<file path="src/sv/bal_pkg.sv">
// Types, codes and constants of the bounded array list.
package bal_pkg;

  localparam int unsigned DEPTH_DEF = 64;
  localparam int unsigned CNT_W     = 7;
  localparam int unsigned DATA_W    = 32;
  localparam logic [CNT_W-1:0] CAP_RST = 7'd64;

  typedef enum logic [1:0] {
    OP_INSERT = 2'd0,
    OP_REMOVE = 2'd1,
    OP_READ   = 2'd2,
    OP_CLEAR  = 2'd3
  } op_t;

  typedef enum logic [1:0] {
    ST_OK        = 2'd0,
    ST_BAD_INDEX = 2'd1,
    ST_FULL      = 2'd2
  } st_t;

  typedef enum logic [2:0] {
    S_IDLE,
    S_DECIDE,
    S_SH_RD,
    S_SH_WR,
    S_RD_CAP,
    S_FIN
  } state_t;

  // controller -> datapath
  typedef struct packed {
    logic load;
    logic decide;
    logic wr_shift;
    logic wr_val;
    logic idx_step;
    logic cnt_inc;
    logic cnt_dec;
    logic data_cap;
    logic out_load;
  } cmd_t;

  // datapath -> controller
  typedef struct packed {
    op_t  op;
    logic ok;
    logic at_end;
    logic out_free;
  } sts_t;

endpackage

</file>
<file path="src/sv/bal_in_if.sv">
// Request channel of the bounded array list.
interface bal_in_if import bal_pkg::*; ();
  logic                     valid;
  logic                     ready;
  op_t                      operation;
  logic [CNT_W-1:0]         position;
  logic signed [DATA_W-1:0] value;

  modport source (output valid, operation, position, value, input ready);
  modport sink   (input valid, operation, position, value, output ready);
endinterface

</file>
<file path="src/sv/bal_out_if.sv">
// Result channel of the bounded array list.
interface bal_out_if import bal_pkg::*; ();
  logic                     valid;
  logic                     ready;
  st_t                      status;
  logic signed [DATA_W-1:0] read_data;
  logic [CNT_W-1:0]         count;
  logic                     is_full;
  logic                     is_empty;

  modport source (output valid, status, read_data, count, is_full, is_empty, input ready);
  modport sink   (input valid, status, read_data, count, is_full, is_empty, output ready);
endinterface

</file>
<file path="src/sv/bounded_array_list.sv">
// Top level of the bounded array list: sequencer plus datapath.
//
// An ordered list of signed 32-bit words in a DEPTH-entry store.
// in_ch carries one request per transaction: operation (insert, remove,
// read, clear), position and value. out_ch returns exactly one result per
// request: status, read_data, count, is_full, is_empty.
// cfg_we/cfg_wdata write the capacity register (reset 64); the user must
// write it only while idle, which the block itself does not enforce.
// Sequence per request: decide; then clear and refused requests go straight to
// the result hand-off, a read captures the stored word, and insert or remove
// run the shift loop, each moved entry a read and then a write of the store
// (entries moved: insert count - position, remove count - 1 - position).
// A new request is accepted only once the previous one has handed its result
// to the output register.
// Reset clears count and out valid and loads capacity 64; stored words stay
// undefined but are never returned. A stalled receiver holds the result in the
// output register; one more request is accepted and processed meanwhile,
// and it waits at the end until the output register frees up.
module bounded_array_list import bal_pkg::*; #(
  parameter int unsigned DEPTH = DEPTH_DEF
) (
  input  logic             clk,
  input  logic             rst_n,
  input  logic             cfg_we,
  input  logic [CNT_W-1:0] cfg_wdata,
  bal_in_if.sink           in_ch,
  bal_out_if.source        out_ch
);

  cmd_t cmd;   // sequencer commands
  sts_t sts;   // datapath status

  // state machine: decide, shift loop, read capture, result hand-off
  bal_ctrl u_ctrl (
    .clk      (clk),
    .rst_n    (rst_n),
    .in_valid (in_ch.valid),
    .in_ready (in_ch.ready),
    .sts      (sts),
    .cmd      (cmd)
  );

  // store, count, capacity and the output register
  bal_dpath #(.DEPTH(DEPTH)) u_dpath (
    .clk           (clk),
    .rst_n         (rst_n),
    .cfg_we        (cfg_we),
    .cfg_wdata     (cfg_wdata),
    .in_operation  (in_ch.operation),
    .in_position   (in_ch.position),
    .in_value      (in_ch.value),
    .cmd           (cmd),
    .sts           (sts),
    .out_ready     (out_ch.ready),
    .out_valid     (out_ch.valid),
    .out_status    (out_ch.status),
    .out_read_data (out_ch.read_data),
    .out_count     (out_ch.count),
    .out_is_full   (out_ch.is_full),
    .out_is_empty  (out_ch.is_empty)
  );

endmodule

</file>
<file path="src/sv/bal_ctrl.sv">
// Sequencer of the bounded array list.
module bal_ctrl import bal_pkg::*; (
  input  logic clk,
  input  logic rst_n,
  input  logic in_valid,
  output logic in_ready,
  input  sts_t sts,
  output cmd_t cmd
);

  state_t state_r, state_nxt;

  always_ff @(posedge clk) begin
    if (!rst_n) begin
      state_r <= S_IDLE;
    end else begin
      state_r <= state_nxt;
    end
  end

  always_comb begin
    state_nxt = state_r;
    unique case (state_r)
      S_IDLE: begin
        if (in_valid) state_nxt = S_DECIDE;
      end
      S_DECIDE: begin
        if (!sts.ok || sts.op == OP_CLEAR) state_nxt = S_FIN;
        else if (sts.op == OP_READ)        state_nxt = S_RD_CAP;
        else                               state_nxt = S_SH_RD;
      end
      S_SH_RD: begin
        state_nxt = sts.at_end ? S_FIN : S_SH_WR;
      end
      S_SH_WR:  state_nxt = S_SH_RD;
      S_RD_CAP: state_nxt = S_FIN;
      S_FIN: begin
        if (sts.out_free) state_nxt = S_IDLE;
      end
      default:  state_nxt = S_IDLE;
    endcase
  end

  always_comb begin
    cmd      = '0;
    in_ready = 1'b0;
    unique case (state_r)
      S_IDLE: begin
        // no transaction is taken while reset is held
        in_ready = rst_n;
        cmd.load = in_valid;
      end
      S_DECIDE: cmd.decide = 1'b1;
      S_SH_RD: begin
        if (sts.at_end) begin
          cmd.wr_val  = (sts.op == OP_INSERT);
          cmd.cnt_inc = (sts.op == OP_INSERT);
          cmd.cnt_dec = (sts.op == OP_REMOVE);
        end
      end
      S_SH_WR: begin
        cmd.wr_shift = 1'b1;
        cmd.idx_step = 1'b1;
      end
      S_RD_CAP: cmd.data_cap = 1'b1;
      S_FIN:    cmd.out_load = sts.out_free;
      default:  cmd = '0;
    endcase
  end

endmodule

</file>
<file path="src/sv/bal_dpath.sv">
// Entry store, count, capacity and result register of the bounded array list.
module bal_dpath import bal_pkg::*; #(
  parameter int unsigned DEPTH = DEPTH_DEF
) (
  input  logic                     clk,
  input  logic                     rst_n,
  input  logic                     cfg_we,
  input  logic [CNT_W-1:0]         cfg_wdata,
  input  op_t                      in_operation,
  input  logic [CNT_W-1:0]         in_position,
  input  logic signed [DATA_W-1:0] in_value,
  input  cmd_t                     cmd,
  output sts_t                     sts,
  input  logic                     out_ready,
  output logic                     out_valid,
  output st_t                      out_status,
  output logic signed [DATA_W-1:0] out_read_data,
  output logic [CNT_W-1:0]         out_count,
  output logic                     out_is_full,
  output logic                     out_is_empty
);

  localparam int unsigned AW      = (DEPTH > 1) ? $clog2(DEPTH) : 1;
  localparam int unsigned CAP_LIM = (DEPTH > 127) ? 127 : DEPTH;

  logic [DATA_W-1:0] mem_r [DEPTH];
  logic [DATA_W-1:0] rdata_r;
  logic [AW-1:0]     raddr, waddr;
  logic [DATA_W-1:0] wdata;
  logic              we;

  op_t               op_r;
  logic [CNT_W-1:0]  pos_r;
  logic [DATA_W-1:0] val_r;
  logic [CNT_W-1:0]  count_r, count_nxt;
  logic [CNT_W-1:0]  idx_r, idx_nxt;
  logic [CNT_W-1:0]  cap_r, cap_eff;
  logic [CNT_W-1:0]  idx_dn, idx_up;
  logic [CNT_W:0]    idx_p1;
  st_t               status_r, status_c;
  logic [DATA_W-1:0] data_r;
  logic              out_valid_r;
  st_t               o_status_r;
  logic [DATA_W-1:0] o_data_r;
  logic [CNT_W-1:0]  o_count_r;
  logic              o_full_r, o_empty_r;
  logic              full_c;

  // capacity clamped to 1..min(DEPTH, 127)
  always_comb begin
    cap_eff = cap_r;
    if (cap_r == '0)                    cap_eff = 7'd1;
    else if (cap_r > CNT_W'(CAP_LIM))   cap_eff = CNT_W'(CAP_LIM);
  end

  assign full_c = (count_r >= cap_eff);

  always_comb begin
    status_c = ST_OK;
    case (op_r) inside
      OP_INSERT: begin
        if (pos_r > count_r) status_c = ST_BAD_INDEX;
        else if (full_c)     status_c = ST_FULL;
      end
      OP_REMOVE, OP_READ: begin
        if (pos_r >= count_r) status_c = ST_BAD_INDEX;
      end
      default: status_c = ST_OK;
    endcase
  end

  assign idx_dn = idx_r - 7'd1;
  assign idx_up = idx_r + 7'd1;
  assign idx_p1 = {1'b0, idx_r} + 8'd1;

  always_comb begin
    case (op_r)
      OP_INSERT: raddr = AW'(idx_dn);
      OP_REMOVE: raddr = AW'(idx_up);
      default:   raddr = AW'(pos_r);
    endcase
  end

  assign waddr = AW'(idx_r);
  assign wdata = cmd.wr_val ? val_r : rdata_r;
  assign we    = cmd.wr_val | cmd.wr_shift;

  always_ff @(posedge clk) begin
    if (we) mem_r[waddr] <= wdata;
    rdata_r <= mem_r[raddr];
  end

  always_comb begin
    sts.op       = op_r;
    sts.ok       = (status_c == ST_OK);
    sts.at_end   = (op_r == OP_INSERT) ? (idx_r == pos_r) : (idx_p1 == {1'b0, count_r});
    sts.out_free = !out_valid_r || out_ready;
  end

  always_comb begin
    count_nxt = count_r;
    if (cmd.decide && op_r == OP_CLEAR) count_nxt = '0;
    else if (cmd.cnt_inc)               count_nxt = count_r + 7'd1;
    else if (cmd.cnt_dec)               count_nxt = count_r - 7'd1;
  end

  always_comb begin
    idx_nxt = idx_r;
    if (cmd.decide)        idx_nxt = (op_r == OP_INSERT) ? count_r : pos_r;
    else if (cmd.idx_step) idx_nxt = (op_r == OP_INSERT) ? idx_dn : idx_up;
  end

  always_ff @(posedge clk) begin
    if (!rst_n) begin
      count_r     <= '0;
      cap_r       <= CAP_RST;
      out_valid_r <= 1'b0;
    end else begin
      count_r <= count_nxt;
      if (cfg_we) cap_r <= cfg_wdata;
      if (cmd.out_load)  out_valid_r <= 1'b1;
      else if (out_ready) out_valid_r <= 1'b0;
    end
  end

  always_ff @(posedge clk) begin
    idx_r <= idx_nxt;
    if (cmd.load) begin
      op_r  <= in_operation;
      pos_r <= in_position;
      val_r <= in_value;
    end
    if (cmd.decide) begin
      status_r <= status_c;
      data_r   <= '0;
    end else if (cmd.data_cap) begin
      data_r   <= rdata_r;
    end
    if (cmd.out_load) begin
      o_status_r <= status_r;
      o_data_r   <= data_r;
      o_count_r  <= count_r;
      o_full_r   <= full_c;
      o_empty_r  <= (count_r == '0);
    end
  end

  assign out_valid     = out_valid_r;
  assign out_status    = o_status_r;
  assign out_read_data = o_data_r;
  assign out_count     = o_count_r;
  assign out_is_full   = o_full_r;
  assign out_is_empty  = o_empty_r;

endmodule

</file>
<file path="src/flat_wrapper.sv">
// flat-port wrapper written by rule: the top's interface ports become plain ports
module bounded_array_list_flat import bal_pkg::*;
#(
  parameter int unsigned DEPTH = DEPTH_DEF
)
  (clk, rst_n, cfg_we, cfg_wdata, in_ch_valid, in_ch_operation, in_ch_position, in_ch_value, in_ch_ready, out_ch_valid, out_ch_status, out_ch_read_data, out_ch_count, out_ch_is_full, out_ch_is_empty, out_ch_ready);
  bal_in_if in_ch_i ();
  bal_out_if out_ch_i ();
  input  logic clk;
  input  logic rst_n;
  input  logic cfg_we;
  input  logic [CNT_W-1:0] cfg_wdata;
  input wire logic [$bits(in_ch_i.valid)-1:0] in_ch_valid;
  input wire logic [$bits(in_ch_i.operation)-1:0] in_ch_operation;
  input wire logic [$bits(in_ch_i.position)-1:0] in_ch_position;
  input wire logic [$bits(in_ch_i.value)-1:0] in_ch_value;
  output wire logic [$bits(in_ch_i.ready)-1:0] in_ch_ready;
  output wire logic [$bits(out_ch_i.valid)-1:0] out_ch_valid;
  output wire logic [$bits(out_ch_i.status)-1:0] out_ch_status;
  output wire logic [$bits(out_ch_i.read_data)-1:0] out_ch_read_data;
  output wire logic [$bits(out_ch_i.count)-1:0] out_ch_count;
  output wire logic [$bits(out_ch_i.is_full)-1:0] out_ch_is_full;
  output wire logic [$bits(out_ch_i.is_empty)-1:0] out_ch_is_empty;
  input wire logic [$bits(out_ch_i.ready)-1:0] out_ch_ready;
  assign in_ch_i.valid = in_ch_valid;
  assign in_ch_i.operation = in_ch_operation;
  assign in_ch_i.position = in_ch_position;
  assign in_ch_i.value = in_ch_value;
  assign in_ch_ready = in_ch_i.ready;
  assign out_ch_valid = out_ch_i.valid;
  assign out_ch_status = out_ch_i.status;
  assign out_ch_read_data = out_ch_i.read_data;
  assign out_ch_count = out_ch_i.count;
  assign out_ch_is_full = out_ch_i.is_full;
  assign out_ch_is_empty = out_ch_i.is_empty;
  assign out_ch_i.ready = out_ch_ready;
  bounded_array_list #(.DEPTH(DEPTH)) u_core (.clk(clk), .rst_n(rst_n), .cfg_we(cfg_we), .cfg_wdata(cfg_wdata), .in_ch(in_ch_i), .out_ch(out_ch_i));
endmodule
</file>
<file path="config.mk">
export PLATFORM = sky130hd
export DESIGN_NAME = bounded_array_list_flat
export DESIGN_NICKNAME = d
export VERILOG_FILES = /design/src/sv/bal_pkg.sv /design/src/sv/bal_in_if.sv /design/src/sv/bal_out_if.sv /design/src/sv/bounded_array_list.sv /design/src/sv/bal_ctrl.sv /design/src/sv/bal_dpath.sv /design/src/flat_wrapper.sv
export SDC_FILE = /design/constraint.sdc
export NUM_CORES = 2
export LEC_CHECK = 0
export BUFFER_PORTS_ARGS = -buffer_cell sky130_fd_sc_hd__buf_2
export CAP_MARGIN = 5
export CORE_ASPECT_RATIO = 0.8
export CORE_MARGIN = 2
export CORE_UTILIZATION = 50
export DETAILED_ROUTE_END_ITERATION = 10
export PLACE_DENSITY_LB_ADDON = 0.3
export SLEW_MARGIN = 0
export SYNTH_ARGS = -nofsm -noshare
export SYNTH_HDL_FRONTEND = slang
export SYNTH_SLANG_ARGS = --single-unit
</file>
<file path="constraint.sdc">
create_clock -name clk -period 5 [get_ports clk]
set_input_delay 0.25 -clock clk [delete_from_list [all_inputs] [get_ports clk]]
set_output_delay 0.25 -clock clk [all_outputs]
set_load 0.005 [all_outputs]
</file>
[Word-level counts from Yosys, hierarchy flattened]
Memories as Yosys holds them, arrays and structs flattened. A register that Yosys moved wholly into a read port is not among the register bits.
Cells that the tools add are included.
Storage, ports and cells
  register bits: 143
  memory bits (writable): 2048
  output and inout port bits: 45
  logic and storage cells: 91
  memories kept: 1
Operators by class
  $add $sub $neg: 5
  order comparisons: 4
  equality and inequality tests: 12
  muxes and demuxes: 36
  bitwise logic cells: 2
  reductions and logical operators: 16
Memories
  u_core.u_dpath.mem_r: depth 64, bits a word 32, rd ports 1, clocked after Yosys merged registers in 1, wr ports 1, line bal_dpath.sv:26  | logic [DATA_W-1:0] mem_r [DEPTH];
Operators by type and width (number)
  7-bit two-way mux: 8
  32-bit two-way mux: 1
  3-bit one-hot mux with 6 select lines: 1
  1-bit two-way mux: 15
  3-bit two-way mux: 5
  7-bit by 1-bit adder with 7-bit output (second input constant): 2
  7-bit greater-or-equal comparator: 2
  7-bit logical NOT: 2
  7-bit by 1-bit subtractor with 7-bit output (second input constant): 2
  6-bit one-hot mux with 2 select lines: 1
  2-bit two-way mux: 5
  7-bit by 1-bit adder with 8-bit output (second input constant): 1
  8-bit by 7-bit == test with 1-bit output: 1
  7-bit == test: 1
  7-bit > comparator: 1
  7-bit > comparator (second input constant): 1
  3-bit by 2-bit == test with 1-bit output (second input constant): 2
  3-bit == test (second input constant): 2
  2-bit nonzero test: 3
  2-bit == test (second input constant): 2
  2-bit logical NOT: 2
  2-bit != test (second input constant): 2
  2-bit OR reduction: 2
  3-bit by 1-bit == test with 1-bit output (second input constant): 1
  8 further kinds: 10

[Logic depth before layout (Yosys ltp)]
  depth in word-level cells: 12
  gate-level depth with buffers: 15
  mapped depth without buffers: 14

[Hierarchy]
A second synthesis with hierarchy kept.
Unflattened totals
  cell total of the unflattened synthesis: 6402
  area total of the unflattened synthesis: 88031.9 um^2
By module, submodules not included
  bal_dpath: instances 1, cells an instance 6364, area each 87765.4 um^2, sequential area each 65873.2 um^2
  bal_ctrl: instances 1, cells an instance 38, area each 266.5 um^2, sequential area each 60.1 um^2

[Least setup slack after synthesis]
No wires, ideal clock.
  path type: register to register
  start point: register u_core.u_dpath.op_r[1]
  end point: memory u_core.u_dpath.mem_r[62][0], enable pin
  library setup time: 0.421 ns
  data arrival time: 3.254 ns
  data required time: 4.579 ns
  path slack: 1.325 ns
  stages on the path, launching flop included: 10
  path buffers: 1
  path through: edfxtp_1 > inv_1 > ha_1 > buf_4 > nand4_1 > nor3_2 > a21oi_1 > nor2_1 > nand3_1 > nor2_1
On the way
  cells in the longest elaborated chain, start to end: 7
RTL lines
  start: declaration: line bal_dpath.sv:32  | op_t op_r;
  start signal: assignment: line bal_dpath.sv:129  | op_r <= in_operation;
  2-bit logical NOT *: line bal_ctrl.sv:56, bal_dpath.sv:96
  1-bit two-way mux: line bal_dpath.sv:96  | sts.at_end = (op_r == OP_INSERT) ? (idx_r == pos_r) : (idx_p1 == {1'b0, count_r});
  1-bit two-way mux *: line bal_ctrl.sv:55  | if (sts.at_end) begin
  1-bit two-way mux *: line bal_ctrl.sv:47  | unique case (state_r)
  1-bit OR *: line bal_dpath.sv:86  | assign we = cmd.wr_val | cmd.wr_shift;
  1-bit two-way mux *: line bal_dpath.sv:89  | if (we) mem_r[waddr] <= wdata;
  1-bit two-way mux (implied by the code) *: line bal_dpath.sv:89
  end: declaration: line bal_dpath.sv:26
Every way passes the cells marked *; elsewhere a longest branch is shown, timed or not.

[Worst setup path in the final report]
  start point: register u_core.u_dpath.idx_r[0]
  end point: register u_core.u_dpath.rdata_r[3] (read register of u_core.u_dpath.mem_r)
On the way
  cells in the longest elaborated chain, start to end: 2
  elaborated cells on any way between the ends: 3
RTL lines
  start: declaration: line bal_dpath.sv:36  | logic [CNT_W-1:0] idx_r, idx_nxt;
  start signal: assignment: line bal_dpath.sv:127  | idx_r <= idx_nxt;
  7-bit by 1-bit adder with 7-bit output / 7-bit by 1-bit subtractor with 7-bit output (equally long branches): line bal_dpath.sv:73, bal_dpath.sv:72
  6-bit one-hot mux with 2 select lines *: line bal_dpath.sv:77  | case (op_r)
  end: declaration: line bal_dpath.sv:27  | logic [DATA_W-1:0] rdata_r;
Marked as above.
A chain may end at the register's enable or synchronous reset.

==> summary.md <==
| Metric | Value |
|---|---|
| Status | `complete, no violations` |
| Ys flop type | `edfxtp_1` |
| H-tree depth | `4` |
| Vias post-DR | `42,464` |
| Tmin final | `4.67 ns` |
| Clock buffer count from CTS | `202` |
| Worst EP arrival | `5.40 ns` |
| Worst vdd ir | `0.409 mV` |
| Final setup fails | `0` |
| Final hold violations | `0` |
| Synth area leaders | `edfxtp_1 (76%), mux4_2 (14%), dfxtp_1 (1.9%), mux2i_1 (1.8%), nand2_1 (0.81%)` |
| Cell Area, Synth | `85,100 um^2` |
| Slew at the pin closest to its max-slew limit | `1.26 ns` |
| Routed length on met1 | `89,100 um` |
| Pwr/cell area | `606 nW/um^2` |
| Post-CTS Setup Bufs | `0` |
| Most instantiated library cell after synthesis | `edfxtp_1` |
| Filler Cell Count | `12,112` |
| Synth area leader | `edfxtp_1` |
| Vias in the first global route | `41,513` |
| #FFs+latches synth | `2,223` |
| Vias per cell | `6.30` |
| Clock Tree Root | `clkbuf_16` |
| Max frequency | `214 MHz` |
| Synth top area share | `75.5%` |
| Post-placement cell area | `90,000 um^2` |
| Total global-route track usage | `25.3%` |
| Final Skew | `0.0357 ns` |
| Yosys warns | `0` |
| Sinks on the clock net | `2,223` |
| Max-Cap Viols | `0` |
| Drt drc | `0` |
| Setup TNS | `0 ns` |
| CP required | `5.73 ns` |
| Kind of critical path | `reg2reg` |
| Post-Syn Nets | `4,002` |
| Mapped Cells | `3,923` |
| Met2 wire len | `98,100 um` |
| Post-layout net count | `4,389` |
| RSZ-0062 raised after global routing | `false` |
| Initial DRC Count | `6,103` |
| TritonCTS clock tree | `built` |
| Post-synth EDFFs | `2,141` |
| Commonest cells in the netlist | `edfxtp_1 (2,141), mux4_2 (517), nand2_1 (184), mux2i_1 (152), buf_2 (117)` |
| WL final | `219,000 um` |
| Site Rows | `135` |
| Initial antenna violation count | `7` |
| Period utilization | `93.4%` |
| Grt ovf | `0` |
| Routed len/inst | `32.5 um` |
| Starting Density | `50.3%` |
| Die Wd | `465 um` |
| Die Ht | `373 um` |
| Port Buffers | `97` |
| Startpoint Class | `register` |
| Asr flop ratio synth | `0%` |
| Share of cells above drive strength 1 | `27.4%` |
| Sequential area share after synthesis | `77.5%` |
| Full die area | `174,000 um^2` |
| Initial DRT Pass Iterations | `6` |
| Crit. End Element | `register` |
| Syn_area_per_cell | `21.7 um^2` |
| Metal3 WL | `26,500 um` |
| Relative slew slack | `16.2%` |
| Leakage power | `0.0310 uW` |
| Worst hold path type | `in2reg` |
| Largest net degree at the start of global routing | `68` |
| Design area | `96,900 um^2` |
| Detailed Place HPWL | `125,000 um` |
| Clock latency on the worst-skew pair | `0.85 ns` |
| Core area | `169,000 um^2` |
| Bufs on Longest Clock Path | `3` |
| Final Max Tran Viols | `0` |
| Antenna-violating nets left | `0` |
| Clock-pin slew on the worst setup and hold paths | `0.06 ns` |
| Synth unique cells | `66` |
| Layout area overhead | `13.8%` |
| I/O pin count | `98` |
| Max Used Layer | `met5` |
| Crit Path Max Fanout | `15` |
| Routability-driven placement congestion ratio | `0.872` |
| Global-route wire length before repair | `310,000 um` |
| ANT cells | `0` |
==> power breakdown <==
group / leakage, uW / switching (uW) / internal [uW]
Sequential: 0.0201 / 657 / 23400
Combinational: 0.00789 / 12800 / 7160
Clock: 0.00300 / 6610 / 8100
Total: 0.0310 / 20100 / 38600
==> final cells by class <==
class	instances	area, um^2	area share (%)
clock buffers	298	5640	5.82
flip-flops and latches	2223	65900	68.1
multi-input cells	1473	18500	19.1
inverters	22	82.6	0.0852
clock inverters	76	542	0.559
repair buffers	388	3360	3.47
well taps	2260	2830	2.92
==> state kept, by name, summed over array words and instances (netlist names) <==
register and count:
u_core.u_dpath.out_is_empty 1, u_core.u_dpath.cap_r 7, u_core.u_dpath.data_r 32, u_core.u_dpath.rdata_r 32, u_core.u_dpath.op_r 2, u_core.u_dpath.mem_r 2048
u_core.u_dpath.out_status 2, u_core.u_dpath.out_valid 1, u_core.u_ctrl.state_r 3, u_core.u_dpath.pos_r 7, u_core.u_dpath.out_count 7, u_core.u_dpath.out_is_full 1
u_core.u_dpath.val_r 32, u_core.u_dpath.count_r 7, u_core.u_dpath.out_read_data 32, u_core.u_dpath.idx_r 7, u_core.u_dpath.status_r 2
==> worst max-delay path, cell delays in order (launching register included) <==
cell,delay (ns)
edfxtp_1,0.60
ha_1,0.35
nand3_1,0.15
xnor2_1,0.34
a22oi_1,0.18
nand2_1,0.46
nand3_2,0.65
buf_4,0.47
o22ai_1,0.82
a21oi_1,0.29
o211ai_1,0.21
==> cell usage in the layout (no fill, tap or decap), drive strengths merged, types with 3 or more instances in the layout <==
cell | synthesis | final
mux2 | 32 | 32
clkinv | 1 | 61
edfxtp | 2141 | 2141
nor2b | 10 | 10
inv | 21 | 27
clkinvlp | 0 | 4
o22ai | 42 | 42
a221o | 3 | 3
clkbuf | 39 | 298
nand3 | 9 | 9
dlygate4sd3 | 0 | 66
nor3 | 5 | 5
dfxtp | 82 | 82
ha | 25 | 25
xnor2 | 19 | 19
a22oi | 86 | 86
bufinv | 0 | 6
a21o | 6 | 6
and2 | 6 | 6
nand2b | 7 | 7
nand4 | 8 | 8
mux4 | 517 | 517
nor3b | 3 | 3
o21ai | 73 | 73
a21oi | 108 | 108
nor2 | 99 | 99
buf | 166 | 322
o211ai | 31 | 31
nand2 | 188 | 188
xor2 | 10 | 10
a211oi | 8 | 8
mux2i | 152 | 152
==> path summary, 6_finish.rpt <==
check	cells after the start	slack, ns	start	endpoint
worst min-delay path	2	0.12	in_ch_value[24]	u_core.u_dpath.val_r[24]
worst min register to register	0	0.42	u_core.u_dpath.data_r[28]	u_core.u_dpath.out_read_data[28]
worst max-delay path	10	0.33	u_core.u_dpath.idx_r[0]	u_core.u_dpath.rdata_r[3]
worst max register to register	10	0.33	u_core.u_dpath.idx_r[0]	u_core.u_dpath.rdata_r[3]
==> cells by family (layout without fill, tap and decap cells) <==
| logic type | count (synthesis) | in the layout | share of synthesized area, % |
|---|---|---|---|
| compound gates | 372 | 372 | 2.75 |
| xor+xnor | 29 | 29 | 0.298 |
| fa+ha+maj | 26 | 26 | 0.391 |
| buf+inv | 227 | 784 | 1.47 |
| flops | 2223 | 2223 | 77.5 |
| mux | 701 | 701 | 15.9 |
| simple gates | 345 | 345 | 1.74 |
==> layer usage <==
metal | vias to the layer above | GRT usage, %
li1 | 17159 | -
met1 | 22493 | 38.4
met2 | 2521 | 36.8
met3 | 285 | 6.12
met4 | 6 | 6.94
met5 | - | 0
==> per-stage QoR <==
stage	utilization [%]	cells	power (uW)	hold WS [ns]	worst slack (ns)
2_1_floorplan	-	3923	36000	0.349	1.33
3_3_place_gp	53.2	6300	43800	0.414	0.416
3_5_place_dp	53.2	6300	44200	0.416	0.433
4_1_cts	57.2	6740	58800	0.0541	0.430
5_1_grt	57.2	6740	60600	0.107	0.118
6_report	57.2	6740	58700	0.120	0.331
==> what timing repair did <==
item | 4_1_cts | 5_1_grt
resized for setup | 0 | 0
endpoints found under the setup margin | 0 | 0
hold buffers | 66 | 0
hold endpoints to repair | 59 | 0
(Power assumes the default switching activity.)
